==> src/hw/rtl/sqvb_pkg.sv <==
// Shared types, constants and the CORDIC arc table for the sprite quad batcher.
// No dependencies; every other file of the block imports this package.
package sqvb_pkg;

	localparam int BATCH_QUAD_CAP  = 16384;
	localparam int SLOT_TABLE_SIZE = 32;
	localparam int QCNT_W        = $clog2(BATCH_QUAD_CAP + 1);
	localparam int USED_W        = $clog2(SLOT_TABLE_SIZE + 1);
	localparam int SIDX_W        = $clog2(SLOT_TABLE_SIZE);
	localparam int SLOT_W        = 5;
	localparam int INDEX_W       = 17;
	localparam int QDEPTH        = 2;
	localparam int CORDIC_STEPS  = 15;
	localparam int STEP_W        = $clog2(CORDIC_STEPS);
	localparam int CORDIC_GAIN   = 39797;
	localparam int CS_W          = 19;
	localparam int Z_W           = 16;
	localparam int PROD_W        = CS_W + 32;
	localparam int SUM_W         = PROD_W + 1;
	localparam int OFS_W         = SUM_W + 1;
	localparam int ROUND_HALF    = 65536;
	localparam logic [15:0] TILE_ONE = 16'd256;

	typedef enum logic [1:0] {
		OP_BEGIN = 2'd0,
		OP_DRAW  = 2'd1,
		OP_END   = 2'd2
	} op_t;

	typedef enum logic [1:0] {
		F_IDLE,
		F_CMP,
		F_PUSH
	} fst_t;

	typedef enum logic [2:0] {
		B_IDLE,
		B_FLUSH,
		B_ROT,
		B_MUL,
		B_SUM,
		B_OFF,
		B_EMIT
	} bst_t;

	typedef struct packed {
		logic [1:0]         opcode;
		logic signed [31:0] pos_x;
		logic signed [31:0] pos_y;
		logic signed [31:0] pos_z;
		logic signed [31:0] size_x;
		logic signed [31:0] size_y;
		logic [15:0]        angle;
		logic [31:0]        color;
		logic               textured;
		logic [15:0]        texture_id;
		logic [15:0]        tile_scale;
	} cmd_in_t;

	// work record passed from front to back through the queue
	typedef struct packed {
		logic               flush_en;
		logic [INDEX_W-1:0] flush_cnt;
		logic               draw_en;
		logic [SLOT_W-1:0]  slot;
		logic [15:0]        tiling;
		logic signed [31:0] pos_x;
		logic signed [31:0] pos_y;
		logic signed [31:0] pos_z;
		logic signed [31:0] size_x;
		logic signed [31:0] size_y;
		logic [15:0]        angle;
		logic [31:0]        color;
	} work_t;

	typedef struct packed {
		logic               kind;
		logic signed [31:0] vert_x;
		logic signed [31:0] vert_y;
		logic signed [31:0] vert_z;
		logic [31:0]        vert_color;
		logic               tex_u;
		logic               tex_v;
		logic [SLOT_W-1:0]  slot;
		logic [15:0]        vert_tiling;
		logic [INDEX_W-1:0] index_count;
		logic               last;
	} res_t;

	// arc tangent of 2^-i in 1/65536 turn
	function automatic logic signed [Z_W-1:0] arc_of(input logic [STEP_W-1:0] i);
		logic signed [Z_W-1:0] a;
		case (i)
			4'd0:    a = 16'sd8192;
			4'd1:    a = 16'sd4836;
			4'd2:    a = 16'sd2555;
			4'd3:    a = 16'sd1297;
			4'd4:    a = 16'sd651;
			4'd5:    a = 16'sd326;
			4'd6:    a = 16'sd163;
			4'd7:    a = 16'sd81;
			4'd8:    a = 16'sd41;
			4'd9:    a = 16'sd20;
			4'd10:   a = 16'sd10;
			4'd11:   a = 16'sd5;
			4'd12:   a = 16'sd3;
			4'd13:   a = 16'sd1;
			4'd14:   a = 16'sd1;
			default: a = 16'sd0;
		endcase
		return a;
	endfunction

endpackage

==> src/hw/rtl/sqvb_res_if.sv <==
// Result channel interface: valid/ready plus vertex and flush record fields.
// Depends on sqvb_pkg.
interface sqvb_res_if;
	import sqvb_pkg::*;
	logic               valid;
	logic               ready;
	logic               kind;
	logic signed [31:0] vert_x;
	logic signed [31:0] vert_y;
	logic signed [31:0] vert_z;
	logic [31:0]        vert_color;
	logic               tex_u;
	logic               tex_v;
	logic [SLOT_W-1:0]  slot;
	logic [15:0]        vert_tiling;
	logic [INDEX_W-1:0] index_count;
	logic               last;

	modport source (output valid, kind, vert_x, vert_y, vert_z, vert_color, tex_u, tex_v,
		slot, vert_tiling, index_count, last, input ready);
	modport sink (input valid, kind, vert_x, vert_y, vert_z, vert_color, tex_u, tex_v,
		slot, vert_tiling, index_count, last, output ready);
endinterface

==> src/hw/rtl/sqvb_back.sv <==
// Back end: CORDIC sine/cosine, shared multiplier, corner offsets and the
// registered result stage. Depends on sqvb_pkg, sqvb_res_if.
module sqvb_back
	import sqvb_pkg::*;
(
	input  logic      clk,
	input  logic      arst_n,
	input  logic      pop_valid,
	input  work_t     pop_rec,
	output logic      pop_ready,
	sqvb_res_if.source res
);

	bst_t               st_q, st_d;
	work_t              w_q;
	logic [STEP_W-1:0]  step_q;
	logic [1:0]         k_q;
	logic signed [CS_W-1:0] x_q, y_q;
	logic signed [Z_W-1:0]  z_q;
	logic signed [PROD_W-1:0] prod_q [4];
	logic signed [SUM_W-1:0]  p_q, m_q, qs_q, r_q;
	logic [31:0]        offx_q [4];
	logic [31:0]        offy_q [4];
	logic               out_v_q;
	res_t               out_q;

	logic               load;
	logic signed [CS_W-1:0] co, si, dx, dy;
	logic signed [CS_W-1:0] mul_a;
	logic signed [31:0]     mul_b;
	logic signed [SUM_W-1:0] vx [4];
	logic signed [SUM_W-1:0] vy [4];

	assign load = !out_v_q || res.ready;

	always_comb begin
		case (w_q.angle[15:14])
			2'd0:    begin co = x_q;  si = y_q;  end
			2'd1:    begin co = -y_q; si = x_q;  end
			2'd2:    begin co = -x_q; si = -y_q; end
			default: begin co = y_q;  si = -x_q; end
		endcase
		case (k_q)
			2'd0:    begin mul_a = co; mul_b = w_q.size_x; end
			2'd1:    begin mul_a = si; mul_b = w_q.size_y; end
			2'd2:    begin mul_a = si; mul_b = w_q.size_x; end
			default: begin mul_a = co; mul_b = w_q.size_y; end
		endcase
	end

	assign dx = y_q >>> step_q;
	assign dy = x_q >>> step_q;

	// corners (-,-) (+,-) (+,+) (-,+): x uses -M P M -P, y uses -Q R Q -R
	assign vx[0] = -m_q;
	assign vx[1] = p_q;
	assign vx[2] = m_q;
	assign vx[3] = -p_q;
	assign vy[0] = -qs_q;
	assign vy[1] = r_q;
	assign vy[2] = qs_q;
	assign vy[3] = -r_q;

	always_ff @(posedge clk or negedge arst_n) begin
		if (!arst_n) begin
			st_q    <= B_IDLE;
			out_v_q <= 1'b0;
		end else begin
			st_q <= st_d;
			if (load)
				out_v_q <= (st_q == B_FLUSH) || (st_q == B_EMIT);
		end
	end

	always_ff @(posedge clk) begin
		case (st_q)
			B_IDLE: begin
				if (pop_valid) begin
					w_q    <= pop_rec;
					x_q    <= CS_W'(CORDIC_GAIN);
					y_q    <= '0;
					z_q    <= Z_W'({2'b00, pop_rec.angle[13:0]});
					step_q <= '0;
					k_q    <= '0;
				end
			end
			B_ROT: begin
				if (!z_q[Z_W-1]) begin
					x_q <= x_q - dx;
					y_q <= y_q + dy;
					z_q <= z_q - arc_of(step_q);
				end else begin
					x_q <= x_q + dx;
					y_q <= y_q - dy;
					z_q <= z_q + arc_of(step_q);
				end
				step_q <= step_q + STEP_W'(1);
			end
			B_MUL: begin
				prod_q[k_q] <= PROD_W'(mul_a) * PROD_W'(mul_b);
				k_q <= k_q + 2'd1;
			end
			B_SUM: begin
				p_q  <= SUM_W'(prod_q[0]) + SUM_W'(prod_q[1]);
				m_q  <= SUM_W'(prod_q[0]) - SUM_W'(prod_q[1]);
				qs_q <= SUM_W'(prod_q[2]) + SUM_W'(prod_q[3]);
				r_q  <= SUM_W'(prod_q[2]) - SUM_W'(prod_q[3]);
			end
			B_OFF: begin
				for (int c = 0; c < 4; c++) begin
					offx_q[c] <= 32'((OFS_W'(vx[c]) + OFS_W'(ROUND_HALF)) >>> 17);
					offy_q[c] <= 32'((OFS_W'(vy[c]) + OFS_W'(ROUND_HALF)) >>> 17);
				end
			end
			B_EMIT: begin
				if (load)
					k_q <= k_q + 2'd1;
			end
			default: begin
			end
		endcase

		if (load && st_q == B_FLUSH) begin
			out_q             <= '0;
			out_q.kind        <= 1'b1;
			out_q.index_count <= w_q.flush_cnt;
			out_q.last        <= !w_q.draw_en;
		end else if (load && st_q == B_EMIT) begin
			out_q.kind        <= 1'b0;
			out_q.vert_x      <= w_q.pos_x + offx_q[k_q];
			out_q.vert_y      <= w_q.pos_y + offy_q[k_q];
			out_q.vert_z      <= w_q.pos_z;
			out_q.vert_color  <= w_q.color;
			out_q.tex_u       <= k_q[0] ^ k_q[1];
			out_q.tex_v       <= k_q[1];
			out_q.slot        <= w_q.slot;
			out_q.vert_tiling <= w_q.tiling;
			out_q.index_count <= '0;
			out_q.last        <= (k_q == 2'd3);
		end
	end

	always_comb begin
		st_d      = st_q;
		pop_ready = 1'b0;
		case (st_q)
			B_IDLE: begin
				pop_ready = 1'b1;
				if (pop_valid)
					st_d = pop_rec.flush_en ? B_FLUSH : B_ROT;
			end
			B_FLUSH: begin
				if (load)
					st_d = w_q.draw_en ? B_ROT : B_IDLE;
			end
			B_ROT: begin
				if (step_q == STEP_W'(CORDIC_STEPS - 1))
					st_d = B_MUL;
			end
			B_MUL: begin
				if (k_q == 2'd3)
					st_d = B_SUM;
			end
			B_SUM: st_d = B_OFF;
			B_OFF: st_d = B_EMIT;
			B_EMIT: begin
				if (load && k_q == 2'd3)
					st_d = B_IDLE;
			end
			default: st_d = B_IDLE;
		endcase
	end

	assign res.valid       = out_v_q;
	assign res.kind        = out_q.kind;
	assign res.vert_x      = out_q.vert_x;
	assign res.vert_y      = out_q.vert_y;
	assign res.vert_z      = out_q.vert_z;
	assign res.vert_color  = out_q.vert_color;
	assign res.tex_u       = out_q.tex_u;
	assign res.tex_v       = out_q.tex_v;
	assign res.slot        = out_q.slot;
	assign res.vert_tiling = out_q.vert_tiling;
	assign res.index_count = out_q.index_count;
	assign res.last        = out_q.last;

endmodule

==> src/flat_wrapper.sv <==
// flat-port wrapper written by rule: the top's interface ports become plain ports
module sqvb_back_flat import sqvb_pkg::*;
  (clk, arst_n, pop_valid, pop_rec, pop_ready, res_valid, res_kind, res_vert_x, res_vert_y, res_vert_z, res_vert_color, res_tex_u, res_tex_v, res_slot, res_vert_tiling, res_index_count, res_last, res_ready);
  sqvb_res_if res_i ();
  input  logic clk;
  input  logic arst_n;
  input  logic pop_valid;
  input  work_t pop_rec;
  output logic pop_ready;
  output wire logic [$bits(res_i.valid)-1:0] res_valid;
  output wire logic [$bits(res_i.kind)-1:0] res_kind;
  output wire logic [$bits(res_i.vert_x)-1:0] res_vert_x;
  output wire logic [$bits(res_i.vert_y)-1:0] res_vert_y;
  output wire logic [$bits(res_i.vert_z)-1:0] res_vert_z;
  output wire logic [$bits(res_i.vert_color)-1:0] res_vert_color;
  output wire logic [$bits(res_i.tex_u)-1:0] res_tex_u;
  output wire logic [$bits(res_i.tex_v)-1:0] res_tex_v;
  output wire logic [$bits(res_i.slot)-1:0] res_slot;
  output wire logic [$bits(res_i.vert_tiling)-1:0] res_vert_tiling;
  output wire logic [$bits(res_i.index_count)-1:0] res_index_count;
  output wire logic [$bits(res_i.last)-1:0] res_last;
  input wire logic [$bits(res_i.ready)-1:0] res_ready;
  assign res_valid = res_i.valid;
  assign res_kind = res_i.kind;
  assign res_vert_x = res_i.vert_x;
  assign res_vert_y = res_i.vert_y;
  assign res_vert_z = res_i.vert_z;
  assign res_vert_color = res_i.vert_color;
  assign res_tex_u = res_i.tex_u;
  assign res_tex_v = res_i.tex_v;
  assign res_slot = res_i.slot;
  assign res_vert_tiling = res_i.vert_tiling;
  assign res_index_count = res_i.index_count;
  assign res_last = res_i.last;
  assign res_i.ready = res_ready;
  sqvb_back u_core (.clk(clk), .arst_n(arst_n), .pop_valid(pop_valid), .pop_rec(pop_rec), .pop_ready(pop_ready), .res(res_i));
endmodule
==> config.mk <==
export PLATFORM = sky130hd
export DESIGN_NAME = sqvb_back_flat
export DESIGN_NICKNAME = d
export VERILOG_FILES = /design/src/hw/rtl/sqvb_pkg.sv /design/src/hw/rtl/sqvb_res_if.sv /design/src/hw/rtl/sqvb_back.sv /design/src/flat_wrapper.sv
export SDC_FILE = /design/constraint.sdc
export NUM_CORES = 2
export LEC_CHECK = 0
export BUFFER_PORTS_ARGS = -buffer_cell sky130_fd_sc_hd__buf_4
export CORE_UTILIZATION = 50
export DETAILED_ROUTE_END_ITERATION = 6
export PLACE_DENSITY_LB_ADDON = 0.12
export SKIP_LAST_GASP = 1
export SLEW_MARGIN = 20
export SYNTH_ARGS = -nofsm -noshare
export SYNTH_HDL_FRONTEND = slang
export SYNTH_SLANG_ARGS = --single-unit
export TNS_END_PERCENT = 1
==> constraint.sdc <==
create_clock -name clk -period 50.6 [get_ports clk]
set_clock_uncertainty 0.05 [all_clocks]
set_input_delay 10.12 -clock clk [delete_from_list [all_inputs] [get_ports clk]]
set_output_delay 10.12 -clock clk [all_outputs]
set_load 0.01 [all_outputs]
==> results.py <==
metrics = {
    "status": {
        "status": "completed",
    },
    "critical_path": {
        "cpPeakStageDelay_ns": 0.80,
        "critPathCaptureType": "register",
        "timing_worst_setup_path_type": "input port to register",
        "path_delay_family": "buffers and inverters",
        "chain_of_cells_forming_the_critical_path": "buf_4 -> nand2_1 -> nor3_2 -> buf_4 -> buf_4 -> buf_4",
        "crit_path_max_fanout": 65,
        "timing.critical_path.mode_cell": "buf_4",
        "critical_path_arrival_ns": 12.81,
        "critPathLaunch": "pop_valid",
        "critical_path_s_slowest_cell": "buf_4",
        "timing.critical_path.from_type": "input port",
        "crit_required_ns": 50.93,
        "worstReg2RegStart": "u_core.k_q[0]",
        "r2r_cells": 28,
        "critical_path.n_buffers_inverters": 4,
        "cp.depth": 6,
    },
    "floorplan": {
        "die_y_microns": 404,
        "effective_utilization_at_floorplan_pct": 50.3,
        "die_area_sq_um": 163000,
        "design.core.area_sq_um": 161000,
        "die_w_microns": 404,
        "boundaryPins": 424,
        "placementRows": 147,
    },
    "synth": {
        "postSynthNetCount": 8877,
        "syn_area_per_cell_sq_um": 10.7,
        "yosys_register_bits": 1129,
        "yosys_most_used_dff": "edfxtp_1",
        "synth-warning-count": 0,
        "number_of_enable_type_register_cells_in_the_synthesized_netlist": 957,
        "distinct_cells_synth": 89,
        "async_flop_share_pct": 0.354,
        "post_synthesis_cell_area_sq_um": 80800,
        "synthCells": 7572,
        "synth.yosys.seq_area_share_pct": 39.8,
    },
    "timing": {
        "finalWorstSetupSlack_ns": 38.13,
        "fmaxAchievable_ghz": 0.0802,
        "final.period_utilization_pct": 24.7,
        "rsz0062_at_grt": "no",
        "slew-limit-headroom_pct": 24.7,
        "setup_viol_count_final": 0,
        "report.final.slew_viol_count": 0,
        "hold_viol": 0,
        "period_minus_slack_ns": 12.47,
        "tightestPinTransition_ns": 1.10,
        "fin_setup_tns_ns": 0,
    },
    "place": {
        "number_of_buffers_inserted_by_port_buffering": 423,
        "pre_cts_slack_ns": 37.31,
        "place.detailed.hpwl_microns": 157000,
        "gp_congestion": 0.905,
    },
    "clock_tree": {
        "tritoncts": "yes",
        "cts_max_path_buffers": 3,
        "postCtsHoldBufs": 0,
        "numCtsBuffers": 121,
        "post-cts-setup-buffer-count": 0,
        "clkTransAtPathRegs_ns": 0.06,
        "cts.sinks": 1129,
        "cts_root_buffer": "clkbuf_16",
        "insertion_delay_ns": 0.77,
        "post_cts_resize_count": 0,
        "htreeDepth": 3,
    },
    "global_route": {
        "grt_start_max_net_pins": 81,
        "grt-ovfl-total": 0,
        "globalRouteTotalUtil_pct": 25.1,
        "global_route_wire_length_before_repair_microns": 321000,
        "vias_in_the_first_global_route": 56734,
        "initial_antenna_violation_count": 1,
    },
    "route": {
        "drt_first_pass_iters": 6,
        "detail_route.wl_per_cell_microns": 20.3,
        "vias_per_cell": 5.57,
        "vias": 56464,
        "drt_iter0_drc": 4261,
        "finalWirelength_microns": 206000,
        "drt.antenna.violating_nets": 0,
        "detail_route.drc_violations": 0,
    },
    "final_layout": {
        "final_net_count": 9165,
        "drive_gt1_share_pct": 11.4,
        "area_grow_syn2layout_pct": 11.6,
        "multi_input_area_sq_um": 44300,
        "fin_util_pct": 56.2,
        "layout.area.seq_sq_um": 32200,
        "most-common-layout-cells": "edfxtp_1 (957), inv_1 (849), nand2_1 (735)",
        "most_frequent_standard_cell_in_the_layout_excluding_fill_and_tap_cells": "edfxtp_1",
        "fillerInstances": 13784,
    },
    "hold_path": {
        "holdCritStartpoint": "u_core.res.vert_y[21]",
        "worstHoldPathType": "register to register",
        "timing.hold.worst_path_depth": 2,
    },
    "flow_run": {
        "drv.max_cap_violation_count": 0,
    },
}
[sequential cells by signal, summed over array words and instances, names as in the netlist, 5 cells and up, named ones only]
name / flops
u_core.w_q: 233
u_core.offx_q: 128
u_core.x_q: 19
u_core.res.index_count: 17
u_core.p_q: 48
u_core.z_q: 16
u_core.res.slot: 5
u_core.y_q: 19
u_core.res.vert_z: 32
u_core.res.vert_tiling: 16
u_core.m_q: 49
u_core.prod_q: 196
u_core.res.vert_color: 32
u_core.res.vert_y: 32
u_core.res.vert_x: 32
u_core.offy_q: 128
u_core.r_q: 49
u_core.qs_q: 48
[routing by layer]
layer  GRT usage (%)  vias to the layer above  share of wire, %
li1                -                    26547                 -
met1            35.3                    27901                45
met2            40.5                     1688                46
met3            3.47                      328               5.6
met4            7.62                        0               3.1
met5               0                        -                 0
[area by class of cell]
type,count,share of cell area (%)
Timing Repair Buffer,499,4.15
Clock inverter,77,0.937
Multi-Input combinational cell,5255,49.1
Tap cell,2160,2.99
Inverter,854,3.55
Clock buffer,153,3.56
Antenna cell,4,0.0111
Sequential cell,1129,35.7
[cells in the mapped netlist, types with 45 or more instances]
master	number	area (sq um)
nor3_1	143	716
mux2i_1	47	470
clkbuf_1	298	1120
xor2_1	190	1660
o21bai_1	82	616
and2_1	68	425
nand2b_1	68	425
ha_1	468	5860
inv_1	850	3190
nor4_1	89	557
or3_1	51	319
a21o_1	128	961
o21ai_0	198	991
mux4_2	89	2000
a21oi_1	391	1960
nor2b_1	66	413
mux2_2	49	552
and3_1	86	538
nand2_1	735	2760
nand3_1	118	591
a22o_1	92	806
fa_1	585	11700
edfxtp_1	957	28700
xnor2_1	441	3860
nand4_1	51	319
nor2_1	606	2270
o21a_1	45	338
dfxtp_1	168	3360
[final timing paths]
check                                             end  slack [ns]
max in group asynchronous              u_core.st_q[0]       41.28
worst min register to register  u_core.res.vert_y[21]        0.40
worst max register to register   u_core.prod_q[3][47]       39.33
worst max-delay path                  u_core.w_q[180]       38.13
min in group asynchronous              u_core.st_q[1]        9.08
worst min-delay path            u_core.res.vert_y[21]        0.40
[cell families (layout without fill, tap and decap cells)]
| logic type | after synthesis | in the layout | share of synthesized area (%) |
|---|---|---|---|
| AOI/OAI and AO/OA | 1229 | 1229 | 9.99 |
| xor gates and xnor gates | 631 | 631 | 6.84 |
| adders and majority gates | 1053 | 1053 | 21.7 |
| buffers and inverters | 1188 | 1583 | 5.57 |
| DFF | 1129 | 1129 | 39.8 |
| muxes | 185 | 185 | 3.74 |
| other | 0 | 4 | 0 |
| and+or+nand+nor | 2157 | 2157 | 12.3 |
[through the flow]
step	area [sq um]	hold slack (ns)	std cells
global placement	86200	0.389	9897
detailed placement	86200	0.396	9897
CTS	90200	0.402	10127
floorplan	80800	0.392	7572
finish	90200	0.404	10131
global route	90200	0.422	10127
[worst reg2reg max path, delay by kind of cell (launching register included)]
kind	cells	cell delay [ns]
fa+ha+maj	9	4.79
xor+xnor	1	0.34
flops	1	0.40
buf+inv	5	1.25
simple gates	8	2.77
compound gates	5	1.32
Power is not shown: default switching activity piles up to over one toggle a cycle in this logic, so the estimate is an artifact.
