===== src/hw/rtl/sqvb_pkg.sv =====
// Shared types, constants and the CORDIC arc table for the sprite quad batcher.
// No dependencies; every other file of the block imports this package.
package sqvb_pkg;

	localparam int BATCH_QUAD_CAP  = 16384;
	localparam int SLOT_TABLE_SIZE = 32;
	localparam int QCNT_W        = $clog2(BATCH_QUAD_CAP + 1);
	localparam int USED_W        = $clog2(SLOT_TABLE_SIZE + 1);
	localparam int SIDX_W        = $clog2(SLOT_TABLE_SIZE);
	localparam int SLOT_W        = 5;
	localparam int INDEX_W       = 17;
	localparam int QDEPTH        = 2;
	localparam int CORDIC_STEPS  = 15;
	localparam int STEP_W        = $clog2(CORDIC_STEPS);
	localparam int CORDIC_GAIN   = 39797;
	localparam int CS_W          = 19;
	localparam int Z_W           = 16;
	localparam int PROD_W        = CS_W + 32;
	localparam int SUM_W         = PROD_W + 1;
	localparam int OFS_W         = SUM_W + 1;
	localparam int ROUND_HALF    = 65536;
	localparam logic [15:0] TILE_ONE = 16'd256;

	typedef enum logic [1:0] {
		OP_BEGIN = 2'd0,
		OP_DRAW  = 2'd1,
		OP_END   = 2'd2
	} op_t;

	typedef enum logic [1:0] {
		F_IDLE,
		F_CMP,
		F_PUSH
	} fst_t;

	typedef enum logic [2:0] {
		B_IDLE,
		B_FLUSH,
		B_ROT,
		B_MUL,
		B_SUM,
		B_OFF,
		B_EMIT
	} bst_t;

	typedef struct packed {
		logic [1:0]         opcode;
		logic signed [31:0] pos_x;
		logic signed [31:0] pos_y;
		logic signed [31:0] pos_z;
		logic signed [31:0] size_x;
		logic signed [31:0] size_y;
		logic [15:0]        angle;
		logic [31:0]        color;
		logic               textured;
		logic [15:0]        texture_id;
		logic [15:0]        tile_scale;
	} cmd_in_t;

	// work record passed from front to back through the queue
	typedef struct packed {
		logic               flush_en;
		logic [INDEX_W-1:0] flush_cnt;
		logic               draw_en;
		logic [SLOT_W-1:0]  slot;
		logic [15:0]        tiling;
		logic signed [31:0] pos_x;
		logic signed [31:0] pos_y;
		logic signed [31:0] pos_z;
		logic signed [31:0] size_x;
		logic signed [31:0] size_y;
		logic [15:0]        angle;
		logic [31:0]        color;
	} work_t;

	typedef struct packed {
		logic               kind;
		logic signed [31:0] vert_x;
		logic signed [31:0] vert_y;
		logic signed [31:0] vert_z;
		logic [31:0]        vert_color;
		logic               tex_u;
		logic               tex_v;
		logic [SLOT_W-1:0]  slot;
		logic [15:0]        vert_tiling;
		logic [INDEX_W-1:0] index_count;
		logic               last;
	} res_t;

	// arc tangent of 2^-i in 1/65536 turn
	function automatic logic signed [Z_W-1:0] arc_of(input logic [STEP_W-1:0] i);
		logic signed [Z_W-1:0] a;
		case (i)
			4'd0:    a = 16'sd8192;
			4'd1:    a = 16'sd4836;
			4'd2:    a = 16'sd2555;
			4'd3:    a = 16'sd1297;
			4'd4:    a = 16'sd651;
			4'd5:    a = 16'sd326;
			4'd6:    a = 16'sd163;
			4'd7:    a = 16'sd81;
			4'd8:    a = 16'sd41;
			4'd9:    a = 16'sd20;
			4'd10:   a = 16'sd10;
			4'd11:   a = 16'sd5;
			4'd12:   a = 16'sd3;
			4'd13:   a = 16'sd1;
			4'd14:   a = 16'sd1;
			default: a = 16'sd0;
		endcase
		return a;
	endfunction

endpackage


===== src/hw/rtl/sqvb_cmd_if.sv =====
// Command channel interface: valid/ready plus the command fields.
// Depends on sqvb_pkg.
interface sqvb_cmd_if;
	import sqvb_pkg::*;
	logic               valid;
	logic               ready;
	logic [1:0]         opcode;
	logic signed [31:0] pos_x;
	logic signed [31:0] pos_y;
	logic signed [31:0] pos_z;
	logic signed [31:0] size_x;
	logic signed [31:0] size_y;
	logic [15:0]        angle;
	logic [31:0]        color;
	logic               textured;
	logic [15:0]        texture_id;
	logic [15:0]        tile_scale;

	modport source (output valid, opcode, pos_x, pos_y, pos_z, size_x, size_y, angle,
		color, textured, texture_id, tile_scale, input ready);
	modport sink (input valid, opcode, pos_x, pos_y, pos_z, size_x, size_y, angle,
		color, textured, texture_id, tile_scale, output ready);
endinterface


===== src/hw/rtl/sqvb_front.sv =====
// Front end: accepts commands, keeps batch counters and the texture slot table,
// and pushes one work record per emitting command. Depends on sqvb_pkg, sqvb_cmd_if.
module sqvb_front
	import sqvb_pkg::*;
(
	input  logic        clk,
	input  logic        arst_n,
	sqvb_cmd_if.sink    cmd,
	output logic        push_valid,
	output work_t       push_rec,
	input  logic        push_ready
);

	fst_t              st_q, st_d;
	cmd_in_t           hold_q;
	logic [15:0]       slot_ids_q [1:SLOT_TABLE_SIZE-1];
	logic [USED_W-1:0] used_q, used_d;
	logic [QCNT_W-1:0] quads_q, quads_d;
	logic [SLOT_TABLE_SIZE-1:1] match_q;
	logic              pre_full_q;

	logic              pre_full;
	logic [USED_W-1:0] cmp_used;
	logic              found;
	logic [SIDX_W-1:0] hit_idx;
	logic [USED_W-1:0] eff_used;
	logic              miss;
	logic              flush;
	logic [USED_W-1:0] base_used;
	logic [SIDX_W-1:0] ins_at;
	logic              ins_en;
	logic [INDEX_W-1:0] cnt6;

	assign pre_full = (hold_q.opcode == OP_DRAW) && (quads_q >= QCNT_W'(BATCH_QUAD_CAP));
	assign cmp_used = pre_full ? USED_W'(1) : used_q;

	always_ff @(posedge clk or negedge arst_n) begin
		if (!arst_n) begin
			st_q    <= F_IDLE;
			used_q  <= USED_W'(1);
			quads_q <= '0;
		end else begin
			st_q    <= st_d;
			used_q  <= used_d;
			quads_q <= quads_d;
		end
	end

	always_ff @(posedge clk) begin
		if (cmd.valid && cmd.ready) begin
			hold_q.opcode        <= cmd.opcode;
			hold_q.pos_x         <= cmd.pos_x;
			hold_q.pos_y         <= cmd.pos_y;
			hold_q.pos_z         <= cmd.pos_z;
			hold_q.size_x        <= cmd.size_x;
			hold_q.size_y        <= cmd.size_y;
			hold_q.angle         <= cmd.angle;
			hold_q.color         <= cmd.color;
			hold_q.textured      <= cmd.textured;
			hold_q.texture_id    <= cmd.texture_id;
			hold_q.tile_scale    <= cmd.tile_scale;
		end
		if (st_q == F_CMP) begin
			pre_full_q <= pre_full;
			for (int i = 1; i < SLOT_TABLE_SIZE; i++)
				match_q[i] <= (slot_ids_q[i] == hold_q.texture_id) &&
					(USED_W'(i) < cmp_used);
		end
		if (ins_en)
			slot_ids_q[ins_at] <= hold_q.texture_id;
	end

	always_comb begin
		found   = |match_q;
		hit_idx = '0;
		for (int i = SLOT_TABLE_SIZE - 1; i >= 1; i--)
			if (match_q[i])
				hit_idx = SIDX_W'(i);
	end

	assign eff_used  = pre_full_q ? USED_W'(1) : used_q;
	assign miss      = hold_q.textured && !found;
	assign flush     = pre_full_q || (miss && (eff_used >= USED_W'(SLOT_TABLE_SIZE)));
	assign base_used = flush ? USED_W'(1) : used_q;
	assign ins_at    = base_used[SIDX_W-1:0];
	assign cnt6      = INDEX_W'(quads_q) * INDEX_W'(6);

	always_comb begin
		st_d      = st_q;
		used_d    = used_q;
		quads_d   = quads_q;
		ins_en    = 1'b0;
		cmd.ready = 1'b0;
		push_valid = 1'b0;

		push_rec.flush_en  = 1'b0;
		push_rec.flush_cnt = cnt6;
		push_rec.draw_en   = 1'b0;
		push_rec.slot      = '0;
		push_rec.tiling    = TILE_ONE;
		push_rec.pos_x     = hold_q.pos_x;
		push_rec.pos_y     = hold_q.pos_y;
		push_rec.pos_z     = hold_q.pos_z;
		push_rec.size_x    = hold_q.size_x;
		push_rec.size_y    = hold_q.size_y;
		push_rec.angle     = hold_q.angle;
		push_rec.color     = hold_q.color;

		case (st_q)
			F_IDLE: begin
				cmd.ready = 1'b1;
				if (cmd.valid)
					st_d = F_CMP;
			end
			F_CMP: begin
				st_d = F_PUSH;
			end
			F_PUSH: begin
				case (hold_q.opcode)
					OP_BEGIN: begin
						used_d  = USED_W'(1);
						quads_d = '0;
						st_d    = F_IDLE;
					end
					OP_END: begin
						push_valid        = 1'b1;
						push_rec.flush_en = 1'b1;
						if (push_ready)
							st_d = F_IDLE;
					end
					OP_DRAW: begin
						push_valid        = 1'b1;
						push_rec.flush_en = flush;
						push_rec.draw_en  = 1'b1;
						if (hold_q.textured) begin
							push_rec.tiling = hold_q.tile_scale;
							push_rec.slot   = SLOT_W'(found ? hit_idx : ins_at);
						end
						if (push_ready) begin
							ins_en  = miss;
							used_d  = base_used + USED_W'(miss);
							quads_d = (flush ? QCNT_W'(0) : quads_q) + QCNT_W'(1);
							st_d    = F_IDLE;
						end
					end
					default: begin
						st_d = F_IDLE;
					end
				endcase
			end
			default: begin
				st_d = F_IDLE;
			end
		endcase
	end

endmodule


===== src/flat_wrapper.sv =====
// flat-port wrapper written by rule: the top's interface ports become plain ports
module sqvb_front_flat import sqvb_pkg::*;
  (clk, arst_n, push_valid, push_rec, push_ready, cmd_valid, cmd_opcode, cmd_pos_x, cmd_pos_y, cmd_pos_z, cmd_size_x, cmd_size_y, cmd_angle, cmd_color, cmd_textured, cmd_texture_id, cmd_tile_scale, cmd_ready);
  sqvb_cmd_if cmd_i ();
  input  logic clk;
  input  logic arst_n;
  output logic push_valid;
  output work_t push_rec;
  input  logic push_ready;
  input wire logic [$bits(cmd_i.valid)-1:0] cmd_valid;
  input wire logic [$bits(cmd_i.opcode)-1:0] cmd_opcode;
  input wire logic [$bits(cmd_i.pos_x)-1:0] cmd_pos_x;
  input wire logic [$bits(cmd_i.pos_y)-1:0] cmd_pos_y;
  input wire logic [$bits(cmd_i.pos_z)-1:0] cmd_pos_z;
  input wire logic [$bits(cmd_i.size_x)-1:0] cmd_size_x;
  input wire logic [$bits(cmd_i.size_y)-1:0] cmd_size_y;
  input wire logic [$bits(cmd_i.angle)-1:0] cmd_angle;
  input wire logic [$bits(cmd_i.color)-1:0] cmd_color;
  input wire logic [$bits(cmd_i.textured)-1:0] cmd_textured;
  input wire logic [$bits(cmd_i.texture_id)-1:0] cmd_texture_id;
  input wire logic [$bits(cmd_i.tile_scale)-1:0] cmd_tile_scale;
  output wire logic [$bits(cmd_i.ready)-1:0] cmd_ready;
  assign cmd_i.valid = cmd_valid;
  assign cmd_i.opcode = cmd_opcode;
  assign cmd_i.pos_x = cmd_pos_x;
  assign cmd_i.pos_y = cmd_pos_y;
  assign cmd_i.pos_z = cmd_pos_z;
  assign cmd_i.size_x = cmd_size_x;
  assign cmd_i.size_y = cmd_size_y;
  assign cmd_i.angle = cmd_angle;
  assign cmd_i.color = cmd_color;
  assign cmd_i.textured = cmd_textured;
  assign cmd_i.texture_id = cmd_texture_id;
  assign cmd_i.tile_scale = cmd_tile_scale;
  assign cmd_ready = cmd_i.ready;
  sqvb_front u_core (.clk(clk), .arst_n(arst_n), .cmd(cmd_i), .push_valid(push_valid), .push_rec(push_rec), .push_ready(push_ready));
endmodule

===== config.mk =====
export PLATFORM = sky130hd
export DESIGN_NAME = sqvb_front_flat
export DESIGN_NICKNAME = d
export VERILOG_FILES = /design/src/hw/rtl/sqvb_pkg.sv /design/src/hw/rtl/sqvb_cmd_if.sv /design/src/hw/rtl/sqvb_front.sv /design/src/flat_wrapper.sv
export SDC_FILE = /design/constraint.sdc
export NUM_CORES = 1
export LEC_CHECK = 0
export BUFFER_PORTS_ARGS = -buffer_cell sky130_fd_sc_hd__buf_4
export CORE_ASPECT_RATIO = 1.25
export CORE_MARGIN = 2
export CORE_UTILIZATION = 52
export CTS_CLUSTER_SIZE = 10
export DETAILED_ROUTE_END_ITERATION = 8
export PLACE_DENSITY = 0.78
export SLEW_MARGIN = 10
export SYNTH_ARGS = -nofsm -noshare
export SYNTH_HDL_FRONTEND = slang
export SYNTH_SLANG_ARGS = --single-unit

===== constraint.sdc =====
create_clock -name clk -period 9.6 [get_ports clk]
set_clock_uncertainty 0.05 [all_clocks]
set_input_delay 0.96 -clock clk [delete_from_list [all_inputs] [get_ports clk]]
set_output_delay 0.96 -clock clk [all_outputs]
set_load 0.03 [all_outputs]

==> impl_summary.txt, run 1 <==
----------------------------------------------------
[Run status]
  Outcome ... completed

[STA]
  Shortest period the worst path allows ... 4.47 ns
  Final hold vios ... 0
  Endpoints failing setup ... 0
  Achievable Freq ... 224 MHz
  Tightest Pin Transition ... 1.21 ns
  RSZ-0062 raised after global routing ... no
  Setup total negative slack ... 0 ns
  Final period util ... 46.5%
  Final worst hold slack ... 0.152 ns
  Final Max Slew Viols ... 0
  Max-Slew Margin vs Limit ... 18.8%

[Clock network]
  Clock latency of the later-clocked register in the worst-skew pair ... 0.65 ns
  Number of buffers created by CTS ... 90
  Total clock sinks ... 794
  Hold buffers post-CTS ... 0
  Post-CTS Setup Inserts ... 0
  Number of H-tree branching levels ... 3
  Clock slew at the register clock pins of the worst setup and hold paths ... 0.06 ns
  Post-cts resize count ... 0
  CTS root buffer ... sky130_fd_sc_hd__clkbuf_16
  CTS tree ... built
  Clock Path Buffers ... 3

[Floorplanning]
  Width of the die ... 231 µm
  Placeable core region ... 63400 µm²
  Number of I/O pins ... 497
  Chip height ... 287 µm
  Full die area ... 66300 µm²
  Initial standard-cell utilization of the core ... 52.7%
  Site Rows ... 103

[Synthesis]
  Share of the synthesized area in the top cell type ... 69.3%
  Number of synthesized register bits ... 794
  Synthesized area ... 33400 µm²
  Area contributors post-synth ... sky130_fd_sc_hd__edfxtp_1 69%, sky130_fd_sc_hd__xor2_1 11%, sky130_fd_sc_hd__buf_4 4.7%
  Unique masters post-synth ... 62
  Number of warnings issued by yosys ... 0
  Biggest area consumer among synthesized cells ... sky130_fd_sc_hd__edfxtp_1
  EDFF count, synth ... 771
  Share of async-settable or async-resettable flops after synthesis ... 2.90%
  Synth Flop Type ... sky130_fd_sc_hd__edfxtp_1
  Sequential cell area fraction in the yosys report ... 71.0%
  Synthesized net count ... 2418
  Per-instance average area after synthesis ... 15.5 µm²
  Number of instances in the synthesized netlist ... 2150

[Setup path]
  Crit Path Category ... flip-flop to output port
  Slowest stage cell, crit path ... sky130_fd_sc_hd__o41ai_1
  Highest cell delay on the worst timing path ... 0.52 ns
  Worst-path fanout max ... 8
  CP Data Arrival Time ... 3.46 ns
  Critical path cell sequence ... ha_1, nor2b_1, o31a_1, o41ai_1, o211ai_1, a31o_2, a21oi_1, xnor2_1, buf_4
  Kind of capture point of the worst setup path ... output port
  Category of cells accounting for the largest share of critical-path delay ... compound AO/OA/AOI/OAI gates
  CP bufs+invs ... 1
  Required time of the worst setup path ... 8.59 ns
  Launching element type of the critical path ... flip-flop

[Finish]
  Area occupied by multi-input gates ... 7760 µm²
  Fill cell instance count of the final layout ... 4514
  Number of standard cells in the layout, taps in and fillers out ... 3348
  Area delta synth->final ... 16.9%
  Share of layout cells above drive strength 1 ... 26.6%
  Total number of nets in the final design ... 2746
  Sequential cell area ... 23700 µm²

[Route]
  Overall routed net length ... 82.2 mm
  Routed WL per cell ... 24.5 µm
  Router iterations before antenna repair ... 5
  Detailed router's first-iteration violation count ... 1494
  Post-DR vias/cell ... 5.51
  Vias ... 18500
  DRC ... 0
  Number of nets with antenna violations after routing ... 0

[Global route]
  Initial antenna violation count ... 4
  Pin count of the biggest net entering global routing ... 162
  Vias in the first global route ... 18600
  Overall routing resource usage ... 24.5%
  Remaining global-route overflow ... 0
  Wire length of the first global-routing pass ... 119 mm

[Power and ir drop]
  Total power after layout ... 8.58 mW
  Standby leakage power ... 14.0 nW
  IR drop worst, VDD ... 0.000219 V
  Pwr/cell area ... 220 nW/µm²

[Placed design]
  GPL Wtd Cong ... 0.991
  Number of cells after detailed placement ... 3226
  Half-perimeter wire length after placement ... 55.7 mm
  Number of buffer cells added on primary ports ... 495

[Worst hold path]
  Min-Delay Path Class ... primary input to asynchronous set/reset pin

[Job]
  Max Cap Violations ... 0

----------------------------------------------------
-- registers in the layout, summed over array words and instances (netlist names) --
| signal | cells |
|---|---|
| u_core.slot_ids_q | 496 |
| u_core.push_rec | 208 |
| u_core.hold_q | 35 |
| u_core.match_q | 31 |
| u_core.quads_q | 15 |
| u_core.used_q | 6 |
| u_core.st_q | 2 |
| u_core.pre_full_q | 1 |
-- cell type report --
class / count / area share, %
inverters: 17 / 0.163
clock buffers: 111 / 5.97
multi-input cells: 1046 / 19.9
flip-flops and latches: 794 / 60.7
diodes: 1 / 0.00641
clock inverters: 10 / 0.346
well taps: 840 / 2.69
repair buffers: 529 / 10.2
-- worst paths after layout --
path                                        start                        to  slack [ns]  cells after the start
worst min register to register  u_core.quads_q[6]         u_core.quads_q[6]        0.49                      1
min in group clk                   cmd_size_x[29]      u_core.push_rec[109]        0.44                      1
worst min-delay path                       arst_n         u_core.quads_q[6]        0.15                      1
worst max-delay path            u_core.quads_q[2]             push_rec[246]        5.13                      9
worst max register to register  u_core.match_q[6]  u_core.slot_ids_q[13][7]        5.16                      6
max in group asynchronous                  arst_n          u_core.used_q[0]        9.06                      1
-- per-layer routing --
metal	share of wire, %	global-route usage, %
met1	38	30.4
met2	50	41.3
met3	8.4	6.59
met4	3.0	8.87
met5	0.016	0
-- cells in the final DEF (no fill, tap or decap), types with 7 or more instances in the layout --
cell	n
sky130_fd_sc_hd__a2111oi_0	8
sky130_fd_sc_hd__a211oi_1	10
sky130_fd_sc_hd__a21oi_1	29
sky130_fd_sc_hd__and2_1	23
sky130_fd_sc_hd__and3_1	12
sky130_fd_sc_hd__buf_4	528
sky130_fd_sc_hd__clkbuf_1	21
sky130_fd_sc_hd__clkbuf_16	90
sky130_fd_sc_hd__dfrtp_1	22
sky130_fd_sc_hd__edfxtp_1	771
sky130_fd_sc_hd__ha_1	20
sky130_fd_sc_hd__inv_1	16
sky130_fd_sc_hd__nand2_1	45
sky130_fd_sc_hd__nand3_1	29
sky130_fd_sc_hd__nand4_1	40
sky130_fd_sc_hd__nor2_1	54
sky130_fd_sc_hd__nor2_2	20
sky130_fd_sc_hd__nor3_1	25
sky130_fd_sc_hd__nor4_1	110
sky130_fd_sc_hd__o21ai_0	26
sky130_fd_sc_hd__o21ai_1	11
sky130_fd_sc_hd__o31ai_1	7
sky130_fd_sc_hd__xnor2_1	95
sky130_fd_sc_hd__xor2_1	412
-- through the flow --
stage,setup slack (ns),cell area [µm²],util (%)
finish,5.13,39100,61.6
global placement,5.57,36500,57.6
global route,4.92,39100,61.6
detailed placement,5.34,36500,57.6
CTS,5.10,39000,61.5
floorplan,2.46,33400,-
-- power breakdown --
part	total [mW]	switching (mW)	internal (mW)
Clock	2.98	1.28	1.70
Sequential	4.22	0.101	4.12
Combinational	1.38	0.945	0.435
-- synthesized netlist by cell type (4+ instances only) --
master,count
sky130_fd_sc_hd__a211oi_1,10
sky130_fd_sc_hd__nor4_2,4
sky130_fd_sc_hd__o31ai_1,7
sky130_fd_sc_hd__and3_1,12
sky130_fd_sc_hd__nand3_1,29
sky130_fd_sc_hd__buf_4,211
sky130_fd_sc_hd__inv_1,16
sky130_fd_sc_hd__nand4_1,40
sky130_fd_sc_hd__a2111oi_0,8
sky130_fd_sc_hd__o21ai_1,11
sky130_fd_sc_hd__nor2_1,74
sky130_fd_sc_hd__o21ai_0,26
sky130_fd_sc_hd__edfxtp_1,771
sky130_fd_sc_hd__and4_1,4
sky130_fd_sc_hd__nor3_1,25
sky130_fd_sc_hd__nand2b_1,6
sky130_fd_sc_hd__nor2b_1,5
sky130_fd_sc_hd__clkbuf_1,45
sky130_fd_sc_hd__buf_1,24
sky130_fd_sc_hd__ha_1,20
sky130_fd_sc_hd__and2_1,24
sky130_fd_sc_hd__dfrtp_1,22
sky130_fd_sc_hd__a31oi_1,6
sky130_fd_sc_hd__o21bai_1,4
sky130_fd_sc_hd__xor2_1,412
sky130_fd_sc_hd__nor4_1,110
sky130_fd_sc_hd__xnor2_1,95
sky130_fd_sc_hd__a21oi_1,29
sky130_fd_sc_hd__nand2_1,45
sky130_fd_sc_hd__buf_2,12
-- worst register-to-register path, delay by kind of cell (launching register included) --
family           cells  cell delay, ns
AND/OR/NAND/NOR      5            2.87
AO/OA/AOI/OAI        1            0.64
flip-flops           1            0.46
-- cell families (layout without fill, tap and decap cells) --
kind of cell               Yosys count  after routing  synth area share (%)
xor gates and xnor gates           507            507                  13.3
buffers and inverters              310            667                  5.92
adders and majority gates           21             21                 0.809
and+or+nand+nor                    388            388                  6.38
DFF                                794            794                  71.0
AOI/OAI and AO/OA                  128            128                  2.55
muxes                                1              1                0.0337
other                                1              2                0.0112
(Power assumes the default switching activity.)
==> run 2: changes to the inputs <==
--- a/config.mk
+++ b/config.mk
@@ -11,7 +11,7 @@
 export CORE_UTILIZATION = 52
 export CTS_CLUSTER_SIZE = 10
 export DETAILED_ROUTE_END_ITERATION = 8
-export PLACE_DENSITY = 0.78
+export PLACE_DENSITY = 0.81
 export SLEW_MARGIN = 10
 export SYNTH_ARGS = -nofsm -noshare
 export SYNTH_HDL_FRONTEND = slang
==> constraint.sdc (replaced) <==
create_clock -name clk -period 3.77 [get_ports clk]
set_clock_uncertainty 0.05 [all_clocks]
set_input_delay 0.377 -clock clk [delete_from_list [all_inputs] [get_ports clk]]
set_output_delay 0.377 -clock clk [all_outputs]
set_load 0.03 [all_outputs]
==> run 2 against run 1 <==
Final cell count grew 9.2%. Global-route usage increased by 3.5 points. Non-clock buffer count rose by 305. Total power increased to 2.6 times the previous value. Die area did not move. Sequential share of layout area shrank 4.5 points. Design area increased by 8.0%. Combinational power grew to 2.8 times the previous value. Sequential power increased to 2.6 times the previous value. Utilization up 4.9 points. Critical path type unchanged. Largest cell class unchanged. Largest power group unchanged.
==> impl_summary.txt, run 2 (synthesis results as in run 1) <==
----------------------------------------------------
[Run status]
  Outcome ... completed

[Placed design]
  GPL Wtd Cong ... 1.05
  Half-perimeter wire length after placement ... 61.0 mm
  Worst slack after detailed placement ... 0.430 ns
  Number of buffer cells added on primary ports ... 495
  Number of cells after detailed placement ... 3282
  Post-DP Area ... 37200 µm²

[Route]
  Routed WL per cell ... 25.6 µm
  Vias ... 20400
  Post-DR vias/cell ... 5.57
  Overall routed net length ... 93.7 mm
  DRC ... 0
  Detailed router's first-iteration violation count ... 1908
  Number of nets with antenna violations after routing ... 0
  Router iterations before antenna repair ... 7

[Floorplanning]
  Placeable core region ... 63400 µm²
  Chip height ... 287 µm
  Initial standard-cell utilization of the core ... 52.7%
  Full die area ... 66300 µm²
  Site Rows ... 103
  Width of the die ... 231 µm
  Number of I/O pins ... 497

[Finish]
  Register containing the most flip-flops in the final layout ... u_core.slot_ids_q
  Share of layout cells above drive strength 1 ... 25.5%
  Sequential cell area ... 23700 µm²
  Fill cell instance count of the final layout ... 4090
  Most frequent cells in the layout ... 771 x sky130_fd_sc_hd__edfxtp_1, 571 x sky130_fd_sc_hd__buf_4, 412 x sky130_fd_sc_hd__xor2_1, 246 x sky130_fd_sc_hd__dlygate4sd3_1, 110 x sky130_fd_sc_hd__nor4_1
  Area occupied by multi-input gates ... 7770 µm²
  Final design utilization ... 66.5%
  Total number of nets in the final design ... 3051
  Final standard cell area without fillers ... 42200 µm²
  Number of standard cells in the layout, taps in and fillers out ... 3656
  Flip-flop count of the largest register, all copies and words added ... 496
  Area delta synth->final ... 26.2%
  Most common cell after layout, fill and taps aside ... sky130_fd_sc_hd__edfxtp_1

[Global route]
  Busiest metal layer after global routing ... met2
  Overall routing resource usage ... 28.0%
  Pin count of the biggest net entering global routing ... 63
  Global-route met1 utilization ... 33.7%
  Met3 routing resource usage after global routing ... 5.63%
  Vias in the first global route ... 20900
  Remaining global-route overflow ... 0
  Initial antenna violation count ... 8
  Wire length of the first global-routing pass ... 136 mm
  Routing usage on met2 ... 48.4%

[STA]
  Final period util ... 96.9%
  Shortest period the worst path allows ... 3.65 ns
  Final hold vios ... 0
  Max-Slew Margin vs Limit ... 15.6%
  Setup slack after layout ... 0.116 ns
  Tightest Pin Transition ... 1.26 ns
  Achievable Freq ... 274 MHz
  Endpoints failing setup ... 0
  Final worst hold slack ... 0.113 ns
  Setup total negative slack ... 0 ns
  Final Max Slew Viols ... 0

[Clock network]
  Clock slew at the register clock pins of the worst setup and hold paths ... 0.06 ns
  CTS tree ... built
  Number of H-tree branching levels ... 3
  Clock Path Buffers ... 3
  Number of buffers created by CTS ... 90
  Clock latency of the later-clocked register in the worst-skew pair ... 0.65 ns
  CTS root buffer ... sky130_fd_sc_hd__clkbuf_16
  Total clock sinks ... 794

[Power and ir drop]
  Pwr/cell area ... 532 nW/µm²
  IR drop worst, VDD ... 0.000356 V
  Total power after layout ... 22.4 mW
  Standby leakage power ... 15.4 nW

[Setup path]
  Required time of the worst setup path ... 3.34 ns
  CP bufs+invs ... 2
  Slowest stage cell, crit path ... sky130_fd_sc_hd__dfrtp_2
  Crit Path Category ... flip-flop to output port
  Kind of capture point of the worst setup path ... output port
  Highest cell delay on the worst timing path ... 0.45 ns
  Critical path cell sequence ... ha_4, inv_1, fa_2, nor2b_1, o31a_1, o41ai_4, o211ai_1, a31o_2, a21oi_2, xnor2_1, buf_4
  Category of cells accounting for the largest share of critical-path delay ... compound AO/OA/AOI/OAI gates
  Worst-path fanout max ... 4
  Launching element type of the critical path ... flip-flop
  CP Data Arrival Time ... 3.23 ns

[Job]
  Max Cap Violations ... 0

[Worst hold path]
  Min-Delay Path Class ... primary input to asynchronous set/reset pin

----------------------------------------------------
-- run 2: layout make-up --
class	instances	area share, %
diodes	5	0.0297
clock buffers	109	5.51
clock inverters	11	0.341
inverters	17	0.151
multi-input cells	1046	18.4
flip-flops and latches	794	56.3
well taps	840	2.49
repair buffers	834	16.8
-- run 2: final timing paths --
check                                   from                        to  slack [ns]  cells past startpoint
max in group asynchronous             arst_n          u_core.used_q[0]        3.27                      2
hold reg to reg            u_core.quads_q[6]         u_core.quads_q[6]        0.50                      1
setup / recovery           u_core.quads_q[1]             push_rec[246]        0.12                     11
hold / removal                        arst_n         u_core.quads_q[4]        0.11                      2
setup reg to reg           u_core.match_q[6]  u_core.slot_ids_q[26][0]        0.41                      7
min in group clk                cmd_color[7]        u_core.push_rec[7]        0.41                      2
-- run 2: routing by layer --
metal,vias up,part of all wire [%]
li1,8874,-
met1,10200,36
met2,1089,51
met3,224,8.3
met4,6,5.2
met5,-,0.044
-- run 2: worst register-to-register path: cells and delay by family, from the launching register on --
family / cells / cell delay (ns)
DFF: 1 / 0.47
buffers and inverters: 1 / 0.18
and+or+nand+nor: 6 / 2.28
-- run 2: repair_timing --
item / 4_1_cts / 5_1_grt
pin swaps: 0 / 4
endpoints found under the setup margin: 1 / 1
setup buffers: 0 / 3
gates resized for setup: 1 / 8
endpoints found under the hold margin: 268 / 0
hold buffers: 246 / 0
-- run 2: power by group --
| group | internal [mW] | switching (mW) | leakage [nW] | total, mW |
|---|---|---|---|---|
| combinational | 1.41 | 2.48 | 6.86 | 3.88 |
| sequential | 10.5 | 0.418 | 7.37 | 10.9 |
| clock | 4.32 | 3.31 | 1.19 | 7.63 |
